### src/design/clfk_pkg.sv
// ----------------------------------------------------------------------------
// clfk_pkg: shared types and constants of the crlf line framer
// Frame state encoding, status codes, beat payload types and the keyword
// match used by the framing core.
// ----------------------------------------------------------------------------
package clfk_pkg;

   // default longest line before overflow
   localparam int MAX_LINE_DEF = 255;

   // opcode values
   localparam logic OP_BYTE    = 1'b0;
   localparam logic OP_RELEASE = 1'b1;

   // status codes
   localparam logic [2:0] ST_STORED   = 3'd0;
   localparam logic [2:0] ST_COMPLETE = 3'd1;
   localparam logic [2:0] ST_OVERFLOW = 3'd2;
   localparam logic [2:0] ST_HELD     = 3'd3;
   localparam logic [2:0] ST_RELEASED = 3'd4;

   // frame state codes as seen on the result port
   localparam logic [1:0] FS_FREE     = 2'd0;
   localparam logic [1:0] FS_RUNNING  = 2'd1;
   localparam logic [1:0] FS_FINISHED = 2'd2;
   localparam logic [1:0] FS_ERROR    = 2'd3;

   // special bytes
   localparam logic [7:0] BYTE_NUL = 8'h00;
   localparam logic [7:0] BYTE_LF  = 8'h0A;
   localparam logic [7:0] BYTE_CR  = 8'h0D;

   // keyword patterns, newest byte in the low position
   localparam logic [15:0] KW_OK        = 16'h4F4B;
   localparam logic [31:0] KW_BUSY      = 32'h62757379;
   localparam logic [23:0] KW_HASH_CRLF = 24'h230D0A;
   localparam logic [31:0] KW_ERRO      = 32'h4552524F;
   localparam logic [7:0]  KW_ERR_LAST  = 8'h52;

   // frame state machine, one-hot
   typedef enum logic [3:0] {
      FR_FREE    = 4'b0001,
      FR_RUNNING = 4'b0010,
      FR_DONE    = 4'b0100,
      FR_ERROR   = 4'b1000
   } frame_type;

   // input beat
   typedef struct packed {
      logic       opcode;
      logic [7:0] rx_byte;
   } item_type;

   // result beat
   typedef struct packed {
      logic [2:0] status;
      logic [7:0] echo_byte;
      logic [7:0] position;
      logic [1:0] frame_state_out;
   } result_type;

   // true when the new byte closes one of the response keywords
   function automatic logic keyword_ends_here(input logic [31:0] older,
                                              input logic [7:0]  b);
      logic [31:0] w;
      w = {older[23:0], b};
      keyword_ends_here = (w[15:0] == KW_OK) || (w == KW_BUSY) ||
                          (w[23:0] == KW_HASH_CRLF) ||
                          ((older == KW_ERRO) && (b == KW_ERR_LAST));
   endfunction

   // port code of a frame state
   function automatic logic [1:0] frame_code(input frame_type fs);
      logic [1:0] code;
      unique case (fs)
         FR_FREE:    code = FS_FREE;
         FR_RUNNING: code = FS_RUNNING;
         FR_DONE:    code = FS_FINISHED;
         FR_ERROR:   code = FS_ERROR;
         default:    code = FS_FREE;
      endcase
      frame_code = code;
   endfunction

endpackage

### src/design/clfk_in_stage.sv
// ----------------------------------------------------------------------------
// clfk_in_stage: input register
// Captures one request beat and holds it until the core takes it.
// ----------------------------------------------------------------------------
module clfk_in_stage (
   input  logic                clock,
   input  logic                reset,
   input  logic                req_valid,
   output logic                req_ready,
   input  clfk_pkg::item_type  req_item,
   input  logic                take,
   output logic                item_valid,
   output clfk_pkg::item_type  item
);

   logic               valid_ff;
   logic               valid_in;
   clfk_pkg::item_type item_ff;

   // free when empty or when the held beat moves on this cycle
   assign req_ready = !valid_ff || take;
   assign valid_in  = (req_valid && req_ready) || (valid_ff && !take);

   always_ff @(posedge clock) begin
      if (reset) begin
         valid_ff <= 1'b0;
      end else begin
         valid_ff <= valid_in;
      end
   end

   // payload load
   always_ff @(posedge clock) begin
      if (req_valid && req_ready) begin
         item_ff <= req_item;
      end
   end

   assign item_valid = valid_ff;
   assign item       = item_ff;

endmodule

### src/design/clfk_frame_core.sv
// ----------------------------------------------------------------------------
// clfk_frame_core: line framing state and per-beat result
// Keeps the frame state, line count, last four bytes and keyword flags and
// works out one result for each beat combinationally.
// ----------------------------------------------------------------------------
module clfk_frame_core #(
   parameter int MAX_LINE = clfk_pkg::MAX_LINE_DEF
) (
   input  logic                  clock,
   input  logic                  reset,
   input  logic                  csr_we,
   input  logic                  csr_keyword_mode,
   input  logic                  step,
   input  clfk_pkg::item_type    item,
   output clfk_pkg::result_type  result
);

   localparam int CNT_W = $clog2(MAX_LINE + 1);

   logic                 keyword_mode_ff;
   clfk_pkg::frame_type  frame_ff, frame_in;
   logic [CNT_W-1:0]     count_ff, count_in;
   logic [31:0]          recent_ff, recent_in;
   logic                 kw_seen_ff, kw_seen_in;
   logic                 zero_seen_ff, zero_seen_in;

   logic [CNT_W-1:0]     base_count;
   logic [31:0]          base_recent;
   logic                 base_kw;
   logic                 base_zero;
   logic [CNT_W:0]       count_inc;
   logic                 kw_new;
   logic                 zero_new;
   logic                 line_done;
   logic                 is_free;

   // line as seen by a stored byte: cleared when the frame is free
   assign is_free     = (frame_ff == clfk_pkg::FR_FREE);
   assign base_count  = is_free ? '0 : count_ff;
   assign base_recent = is_free ? '0 : recent_ff;
   assign base_kw     = is_free ? 1'b0 : kw_seen_ff;
   assign base_zero   = is_free ? 1'b0 : zero_seen_ff;
   assign count_inc   = {1'b0, base_count} + (CNT_W+1)'(1);

   // keyword search stops at the first zero byte
   assign zero_new = base_zero || (item.rx_byte == clfk_pkg::BYTE_NUL);
   assign kw_new   = base_kw || (!base_zero && (item.rx_byte != clfk_pkg::BYTE_NUL) &&
                     clfk_pkg::keyword_ends_here(base_recent, item.rx_byte));

   // cr lf ending a line of at least three bytes, plus keyword in keyword mode
   assign line_done = (count_inc > (CNT_W+1)'(2)) &&
                      (item.rx_byte == clfk_pkg::BYTE_LF) &&
                      (base_recent[7:0] == clfk_pkg::BYTE_CR) &&
                      (!keyword_mode_ff || kw_new);

   // next state and result
   always_comb begin
      frame_in            = frame_ff;
      count_in            = count_ff;
      recent_in           = recent_ff;
      kw_seen_in          = kw_seen_ff;
      zero_seen_in        = zero_seen_ff;
      result.status       = clfk_pkg::ST_RELEASED;
      result.echo_byte    = item.rx_byte;
      result.position     = '0;
      priority if (item.opcode == clfk_pkg::OP_RELEASE) begin
         frame_in         = clfk_pkg::FR_FREE;
         result.echo_byte = '0;
      end else if (count_ff >= CNT_W'(MAX_LINE)) begin
         frame_in      = clfk_pkg::FR_ERROR;
         count_in      = '0;
         recent_in     = '0;
         kw_seen_in    = 1'b0;
         zero_seen_in  = 1'b0;
         result.status = clfk_pkg::ST_OVERFLOW;
      end else if (frame_ff == clfk_pkg::FR_DONE || frame_ff == clfk_pkg::FR_ERROR) begin
         result.status = clfk_pkg::ST_HELD;
      end else begin
         result.position = 8'(base_count);
         if (line_done) begin
            frame_in      = clfk_pkg::FR_DONE;
            count_in      = '0;
            recent_in     = '0;
            kw_seen_in    = 1'b0;
            zero_seen_in  = 1'b0;
            result.status = clfk_pkg::ST_COMPLETE;
         end else begin
            frame_in      = clfk_pkg::FR_RUNNING;
            count_in      = count_inc[CNT_W-1:0];
            recent_in     = {base_recent[23:0], item.rx_byte};
            kw_seen_in    = kw_new;
            zero_seen_in  = zero_new;
            result.status = clfk_pkg::ST_STORED;
         end
      end
      result.frame_state_out = clfk_pkg::frame_code(frame_in);
   end

   // state registers
   always_ff @(posedge clock) begin
      if (reset) begin
         keyword_mode_ff <= 1'b0;
         frame_ff        <= clfk_pkg::FR_FREE;
         count_ff        <= '0;
         recent_ff       <= '0;
         kw_seen_ff      <= 1'b0;
         zero_seen_ff    <= 1'b0;
      end else begin
         if (csr_we) begin
            keyword_mode_ff <= csr_keyword_mode;
         end
         if (step) begin
            frame_ff     <= frame_in;
            count_ff     <= count_in;
            recent_ff    <= recent_in;
            kw_seen_ff   <= kw_seen_in;
            zero_seen_ff <= zero_seen_in;
         end
      end
   end

endmodule

### src/design/clfk_out_stage.sv
// ----------------------------------------------------------------------------
// clfk_out_stage: result register
// Holds one result beat until the consumer takes it.
// ----------------------------------------------------------------------------
module clfk_out_stage (
   input  logic                  clock,
   input  logic                  reset,
   input  logic                  load,
   input  clfk_pkg::result_type  result,
   output logic                  can_load,
   output logic                  rsp_valid,
   input  logic                  rsp_ready,
   output clfk_pkg::result_type  rsp_result
);

   logic                 valid_ff;
   logic                 valid_in;
   clfk_pkg::result_type result_ff;

   // room when empty or when the held beat leaves this cycle
   assign can_load = !valid_ff || rsp_ready;
   assign valid_in = load || (valid_ff && !rsp_ready);

   always_ff @(posedge clock) begin
      if (reset) begin
         valid_ff <= 1'b0;
      end else begin
         valid_ff <= valid_in;
      end
   end

   // payload load
   always_ff @(posedge clock) begin
      if (load) begin
         result_ff <= result;
      end
   end

   assign rsp_valid  = valid_ff;
   assign rsp_result = result_ff;

endmodule

### src/design/crlf_line_framer_with_keywords_top.sv
// ----------------------------------------------------------------------------
// crlf_line_framer_with_keywords_top: serial response line framer
// Frames received bytes into CR LF terminated lines, optionally requiring a
// response keyword, and returns one status beat per request beat.
//
//   channel | direction | fields
//   req_    | in        | opcode, rx_byte
//   rsp_    | out       | status, echo_byte, position, frame_state_out
//   csr_    | in        | keyword_mode (write only)
//
// One beat per cycle sustained while rsp_ready is high; an accepted beat is
// loaded into the input register, then through the framing logic into the
// result register, which raises rsp_valid. Reset is synchronous and clears
// all state, keyword_mode to 0.
// A stalled rsp_ side fills the result and input registers, then drops
// req_ready. csr_ready is always high.
// ----------------------------------------------------------------------------
module crlf_line_framer_with_keywords_top #(
   parameter int MAX_LINE = clfk_pkg::MAX_LINE_DEF
) (
   input  logic       clock,
   input  logic       reset,
   input  logic       req_valid,
   output logic       req_ready,
   input  logic       req_opcode,
   input  logic [7:0] req_rx_byte,
   output logic       rsp_valid,
   input  logic       rsp_ready,
   output logic [2:0] rsp_status,
   output logic [7:0] rsp_echo_byte,
   output logic [7:0] rsp_position,
   output logic [1:0] rsp_frame_state_out,
   input  logic       csr_valid,
   output logic       csr_ready,
   input  logic       csr_keyword_mode
);

   clfk_pkg::item_type   req_item;
   clfk_pkg::item_type   item;
   clfk_pkg::result_type result;
   clfk_pkg::result_type rsp_result;
   logic                 item_valid;
   logic                 can_load;
   logic                 step;

   assign req_item.opcode  = req_opcode;
   assign req_item.rx_byte = req_rx_byte;

   // a beat moves from input register to result register
   assign step      = item_valid && can_load;
   assign csr_ready = 1'b1;

   clfk_in_stage u_in (
      .clock      (clock),
      .reset      (reset),
      .req_valid  (req_valid),
      .req_ready  (req_ready),
      .req_item   (req_item),
      .take       (step),
      .item_valid (item_valid),
      .item       (item)
   );

   clfk_frame_core #(
      .MAX_LINE (MAX_LINE)
   ) u_core (
      .clock            (clock),
      .reset            (reset),
      .csr_we           (csr_valid),
      .csr_keyword_mode (csr_keyword_mode),
      .step             (step),
      .item             (item),
      .result           (result)
   );

   clfk_out_stage u_out (
      .clock      (clock),
      .reset      (reset),
      .load       (step),
      .result     (result),
      .can_load   (can_load),
      .rsp_valid  (rsp_valid),
      .rsp_ready  (rsp_ready),
      .rsp_result (rsp_result)
   );

   assign rsp_status          = rsp_result.status;
   assign rsp_echo_byte       = rsp_result.echo_byte;
   assign rsp_position        = rsp_result.position;
   assign rsp_frame_state_out = rsp_result.frame_state_out;

endmodule

### config.mk
export PLATFORM = sky130hd
export DESIGN_NAME = crlf_line_framer_with_keywords_top
export DESIGN_NICKNAME = d
export VERILOG_FILES = /design/src/design/clfk_pkg.sv /design/src/design/clfk_in_stage.sv /design/src/design/clfk_frame_core.sv /design/src/design/clfk_out_stage.sv /design/src/design/crlf_line_framer_with_keywords_top.sv
export SDC_FILE = /design/constraint.sdc
export NUM_CORES = 1
export LEC_CHECK = 0
export BUFFER_PORTS_ARGS = -buffer_cell sky130_fd_sc_hd__buf_2
export CAP_MARGIN = 20
export CORE_ASPECT_RATIO = 1.25
export CORE_MARGIN = 4
export CORE_UTILIZATION = 52
export DETAILED_ROUTE_END_ITERATION = 6
export PLACE_DENSITY = 0.75
export SYNTH_ARGS = -nofsm -noshare
export SYNTH_HDL_FRONTEND = slang
export SYNTH_SLANG_ARGS = --single-unit
export TNS_END_PERCENT = 10
### constraint.sdc
create_clock -name clock -period 2.3 [get_ports clock]
set_clock_uncertainty 0.1 [all_clocks]
set_input_delay 0.46 -clock clock [delete_from_list [all_inputs] [get_ports clock]]
set_output_delay 0.46 -clock clock [all_outputs]
set_load 0.01 [all_outputs]
# Word-level counts from Yosys, hierarchy flattened
# Cells that the tools add are included.
# word_totals
reg_bits	79
latch_bits	0
ram_bits	0
romBits	0
inputBits	15
memories	0
# op_classes
n_addsub	1
multipliers	0
n_div	0
n_lt_le_gt_ge	2
n_eq_ne	14
shifts	0
mux	24
n_bitwise	1
reduce_logical	32
# op_table
op	n
32-bit two-way mux	4
32-bit by 31-bit equality test with 1-bit output, second input constant	2
8-bit two-way mux	4
24-bit by 22-bit equality test with 1-bit output, second input constant	1
16-bit by 15-bit equality test with 1-bit output, second input constant	1
8-bit by 4-bit equality test with 1-bit output, second input constant	2
4-bit two-way mux	3
1-bit logical OR	11
1-bit logical AND	10
8-bit by 1-bit adder with 9-bit output, second input constant	1
9-bit by 2-bit > comparator with 1-bit output, second input constant	1
1-bit two-way mux	9
3-bit two-way mux	3
4-bit by 3-bit equality test with 1-bit output, second input constant	2
4-bit equality test, second input constant	2
8-bit by 7-bit equality test with 1-bit output, second input constant	1
8-bit greater-or-equal comparator, second input constant	1
8-bit zero test	1
8-bit nonzero test	1
1-bit zero test	6
2-bit case mux with 3 select lines	1
4-bit by 1-bit equality test with 1-bit output, second input constant	1
4-bit by 2-bit equality test with 1-bit output, second input constant	1
3-bit AND reduction	1
4 further kinds	4

# Depth between registers and ports, before layout
# logic_depth
word_depth	16
ltp_mapped	10
mapped_depth_nobuf	7

# Cells and area by module
# From an unflattened synthesis, not the netlist that was laid out.
# unflattened
cells_unflattened	280
hier_area_um2	3301.9
# modules_own_cells
module	n_inst	cells_per_inst	area_each_um2
clfk_frame_core	1	238	2282.2
clfk_out_stage	1	25	676.9
clfk_in_stage	1	14	325.3
crlf_line_framer_with_keywords_top	1	3	17.5

# Worst setup path after synthesis
# OpenSTA, ideal clock, no wires.
# synth_path
path_type	flip-flop to flip-flop
start	reg u_core.recent_ff[2]
end	reg u_core.recent_ff[17]
setup_ns	0.128
arrival_time_ns	2.240
t_required_ns	2.072
setup_slack_ns	-0.167
path_stages_with_launch	10
n_path_buf	2
synth_period_minus_slack_ns	2.467
cell_sequence	dfxtp_1 > or4b_1 > nor4_1 > nor4bb_1 > a2111oi_4 > o21ba_2 > buf_6 > buf_6 > a32oi_1 > nor2_1
# synth_between
elab_chain_len	12
elab_cells_between_ends	18
classes_between	eq/ne: 5; mux: 4; reduce/logical: 9
# synth_rtl
element	line_no	source
start, declared	clfk_frame_core.sv:23	logic [31:0] recent_ff, recent_in;
start signal, assigned	clfk_frame_core.sv:115	recent_ff <= recent_in;
32-bit two-way mux (*)	clfk_frame_core.sv:40	assign base_recent = is_free ? '0 : recent_ff;
32-bit by 31-bit equality test with 1-bit output or 16-bit by 15-bit equality test with 1-bit output (tied branches)	clfk_pkg.sv:67	keyword_ends_here = (w[15:0] == KW_OK) || (w == KW_BUSY) ||
1-bit logical OR (2 in a row)	clfk_pkg.sv:67	
1-bit logical OR	clfk_pkg.sv:68	(w[23:0] == KW_HASH_CRLF) ||
1-bit logical AND	clfk_frame_core.sv:47	assign kw_new = base_kw || (!base_zero && (item.rx_byte != clfk_pkg::BYTE_NUL) &&
1-bit logical OR	clfk_frame_core.sv:47	
1-bit logical OR	clfk_frame_core.sv:54	(!keyword_mode_ff || kw_new);
1-bit logical AND (*)	clfk_frame_core.sv:53	(base_recent[7:0] == clfk_pkg::BYTE_CR) &&
32-bit two-way mux (*)	clfk_frame_core.sv:80	if (line_done) begin
32-bit two-way mux (*)	clfk_frame_core.sv:76	end else if (frame_ff == clfk_pkg::FR_DONE || frame_ff == clfk_pkg::FR_ERROR) begin
32-bit two-way mux (*)	clfk_frame_core.sv:69	end else if (count_ff >= CNT_W'(MAX_LINE)) begin
# Every way passes the cells marked *; elsewhere a longest branch is shown, timed or not. The select of a mux whose other input is x is not followed.
# A chain may end at the register's enable or synchronous reset.

# Final worst setup path
# layout_path
start	reg u_core.frame_ff[1]
end	reg u_core.recent_ff[1]
# layout_between
elab_chain_len	13
elab_cells_between_ends	32
classes_between	add/sub: 1; order compare: 1; eq/ne: 9; mux: 7; reduce/logical: 14
# layout_rtl
element	line_no	source
start, declared	clfk_frame_core.sv:21	clfk_pkg::frame_type frame_ff, frame_in;
start signal, assigned	clfk_frame_core.sv:103	frame_ff <= clfk_pkg::FR_FREE;
start signal, assigned	clfk_frame_core.sv:113	frame_ff <= frame_in;
branches (longest 13 deep; another with 8-bit by 1-bit adder with 9-bit output)	n/a	
# Parallel ways; which one is timed is not known. The select of a mux whose other input is x is not followed.

==> flow_results.org <==
** Worst setup path
- STA classifies the critical path endpoint as a flip-flop.
- Tracing the worst setup path back leads to its startpoint at u_core.frame_ff[1].
- At the worst endpoint, the arrival time is 2640 ps.
- Capture instance of the worst register-to-register path :: u_core.recent_ff[1]
- The worst setup path is launched from a flip-flop.
- The worst register-to-register path begins at u_core.frame_ff[1].
- The critical path is of the reg2reg type.
- Worst setup slack for register-to-register paths :: -220 ps
- The worst register-to-register path has a depth of 9.
- In this run the worst setup path terminates at u_core.recent_ff[1].
- Endpoint required time on the critical path :: 2420 ps
- Along the worst path, the maximum fanout reaches 13.

** Clock network
- Clock insertion delay at the later pin of the skew report :: 360 ps
- Clock tree from TritonCTS :: built
- Worst-case clock buffer depth :: 2
- In this run the number of H-tree levels came out at 3.
- CTS Root Cell :: sky130_fd_sc_hd__clkbuf_8
- Counting every sink on the clock net gives 79.
- For this design, the CTS-stage hold fixing added 0 buffers.
- After clock tree synthesis, the clock-pin slew on the worst setup and hold paths is 80 ps.
- TritonCTS buffer count :: 9

** Logic synthesis
- Counting flops with an async set or reset pin after synthesis yields a share of 0%.
- sky130_fd_sc_hd__nor2_1 is the most common cell in the netlist.
- During synthesis, Yosys emitted a total of 0 warnings.
- After synthesis, the mean cell area works out to 10.4 um2.
- Biggest area contributors in the synthesized netlist :: sky130_fd_sc_hd__dfxtp_1 29%, sky130_fd_sc_hd__edfxtp_1 27%, sky130_fd_sc_hd__a32oi_1 6.3%
- The commonest cells after synthesis are 54 x sky130_fd_sc_hd__nor2_1, 49 x sky130_fd_sc_hd__dfxtp_1, 30 x sky130_fd_sc_hd__edfxtp_1, 24 x sky130_fd_sc_hd__a32oi_1, 14 x sky130_fd_sc_hd__clkbuf_1.
- Netlist Area Pre-Place :: 3360 um2
- Flop and latch count out of synthesis :: 79
- Synth unique cells :: 47
- Cell count after synthesis :: 323
- The biggest area contributor in the post-synthesis netlist is sky130_fd_sc_hd__dfxtp_1.
- Portion of the post-synthesis area used by sequential elements :: 56.1%
- Top flip-flop cell by instance count after synthesis :: sky130_fd_sc_hd__dfxtp_1
- When the netlist entered floorplanning its net count stood at 338.
- Post-synth EDFFs :: 30
- Summed over its instances, the top area cell type makes up 29.2% of the synthesized netlist area.

** Global route
- The via count of the first global-routing pass is 2879.
- In the global route stage, overall resource usage came out at 22.4%.
- Entering global routing, the biggest net connects 29 pins.
- The first global-routing pass estimated 13600 um of wire.
- Total grt overflow :: 0
- Initial antenna violation count :: 0

** Route
- Dividing the detail-routed via count by the number of cells gives 5.81.
- Drt wl/cell :: 16.5 um
- The final route contains 2932 vias.
- Detailed Route WL :: 8350 um
- Starting DRC count in detailed routing :: 275
- The first TritonRoute pass finished after 5 iterations.
- Post-detailed-route DRC marker count :: 0
- ANT nets after route :: 0

** Die
- For this design the top-level I/O count stands at 39.
- Width of the die :: 79.9 um
- The floorplan step set the die height to 97.8 um.
- The die covers 7810 um2.
- In this run the standard cell core region covers 6210 um2.
- Starting density of the core :: 54.1%
- Row count :: 32

** Finish
- 0 antenna diodes ended up in the layout.
- Post-route design area :: 4330 um2
- Relative to the synthesized area, the layout overhead comes to 29.1%.
- Counting the fill cells in the layout gives 439.
- Share of final-layout standard cells stronger than drive strength 1 :: 32.1%
- Sequential cell area in the final layout :: 1880 um2
- Excluding fillers, the count of instances in the completed layout stands at 505.
- Number of nets at the end of the flow :: 430
- Area used by multi-input combinational logic :: 1430 um2

** Timing
- Setup total negative slack on the finished layout was measured at -7510 ps.
- The final number of max-transition violations was 0.
- Unrepaired setup endpoints after global routing :: true
- Min setup slack post-route :: -216 ps
- Counting I/O delays and the setup requirement, the final critical path takes 2520 ps.
- Count of endpoints failing setup in the final report :: 46
- After layout, the worst path uses 109% of the clock period.
- Derived from the worst setup path, the maximum achievable clock frequency is 398 MHz.
- Total count of hold-check failures in the final report :: 0

** Placement
- In this run the tool buffered the top-level ports with 37 buffer cells.
- Final estimated routing congestion in global placement :: 0.864
- Cell area after placement :: 4040 um2
- Total half-perimeter wirelength after legalization and detailed placement :: 5590 um
- Before CTS, the worst setup slack after placement is -256 ps.
- Count of placed standard cells including taps :: 485

** Pwr
- For this design the ratio of total power to cell area is 631 nW/um2.
- The analysis attributes to cell leakage a power of 1.67 nW.
- Maximum vdd drop :: 0.409 mV

** Run
- Number of max-capacitance violations reported :: 0

** Outcome
- The run finished, with violations left.
- The final reports fail on negative setup slack.

** Worst hold path
- Class of the most critical hold timing path :: in2reg
- Number of cells traversed by the worst hold path :: 1
## area by class of cell
class | instances | share of cell area (%)
inverter | 4 | 0.346
multi-input combinational | 218 | 33.1
clock buffer | 11 | 3.03
clock inverter | 5 | 1.36
tap | 85 | 2.45
timing repair buffer | 103 | 16.3
sequential | 79 | 43.4
## through the flow
step / hold WS (ps) / total power, mW / utilization, %
after CTS: 165 / 2.74 / 69.4
after floorplan: 346 / 1.65 / -
after global placement: 362 / 1.75 / 65.0
final: 174 / 2.74 / 69.8
after global routing: 169 / 2.83 / 69.8
after detailed placement: 365 / 1.75 / 65.0
## layout by cell type (no fill, tap or decap), drive strengths merged, types with 3 or more instances in the layout
cell and count:
nor3 6, a21oi 9, dfxtp 49, nand3b 3, nor3b 3, nand4 7, nor2 54, o21ai 6
and2 10, nand3 11, or4b 3, nand2 13, a32oi 24, a22oi 10, clkbuf 11, nand4b 4
nor4b 3, a31oi 5, nor4bb 4, buf 103, edfxtp 30, nor4 8, nand2b 3, inv 4
nor2b 11
## worst min-delay path by stage
stage	from	endpoint	slack, ps
detailed placement	u_core.kw_seen_ff	u_core.kw_seen_ff	360
global route	req_opcode	u_in.item[8]	170
finish	req_opcode	u_in.item[8]	170
floorplan	u_core.recent_ff[26]	u_core.recent_ff[26]	350
global placement	u_core.kw_seen_ff	u_core.kw_seen_ff	360
CTS	req_opcode	u_in.item[8]	170
## registers in the layout, summed over array words and instances, names as in the netlist
signal	cells
u_core.count_ff	8
u_core.frame_ff	4
u_core.keyword_mode_ff	1
u_core.kw_seen_ff	1
u_core.recent_ff	32
u_core.zero_seen_ff	1
u_in.item	9
u_in.item_valid	1
u_out.rsp_result	21
u_out.rsp_valid	1
## report_power, final
group	switching [mW]	internal (mW)	leakage [nW]
clock	0.496	0.502	0.0895
combinational	0.132	0.0971	0.894
sequential	0.0198	1.49	0.682
## kinds of logic (layout without fill, tap and decap cells)
kind of cell	count (synthesis)	count (layout)	synth area share, %
flip-flops	79	79	56.1
multiplexers	1	1	0.298
AND/OR/NAND/NOR	153	153	25.1
XOR/XNOR	1	1	0.261
buffers and inverters	26	123	3.99
other	1	1	0.112
AO/OA/AOI/OAI	62	62	14.2
## per-layer routing
layer  track usage (%)  up-vias  share of wire (%)
li1                  -     1399                  -
met1              27.2     1407                 41
met2              38.0      107                 52
met3              3.60       19                5.2
met4              11.1        0                2.5
met5                 0        -                  0
## worst max-delay path, cell delays in order (launching register included)
cell and delay [ps]:
sky130_fd_sc_hd__dfxtp_2 340, sky130_fd_sc_hd__or4b_4 590, sky130_fd_sc_hd__buf_4 210, sky130_fd_sc_hd__nand2_1 80, sky130_fd_sc_hd__o21ai_0 120, sky130_fd_sc_hd__or2_1 260
sky130_fd_sc_hd__o21ba_4 250, sky130_fd_sc_hd__buf_4 180, sky130_fd_sc_hd__a22oi_2 190, sky130_fd_sc_hd__nor2_1 70
## repair_timing
action,4_1_cts,5_1_grt
cloned,0,0
pin swaps,7,6
setup endpoints to repair,45,47
gates resized for setup,12,5
buffers inserted,4,0
Note: power is estimated with default switching activity, not from simulation.
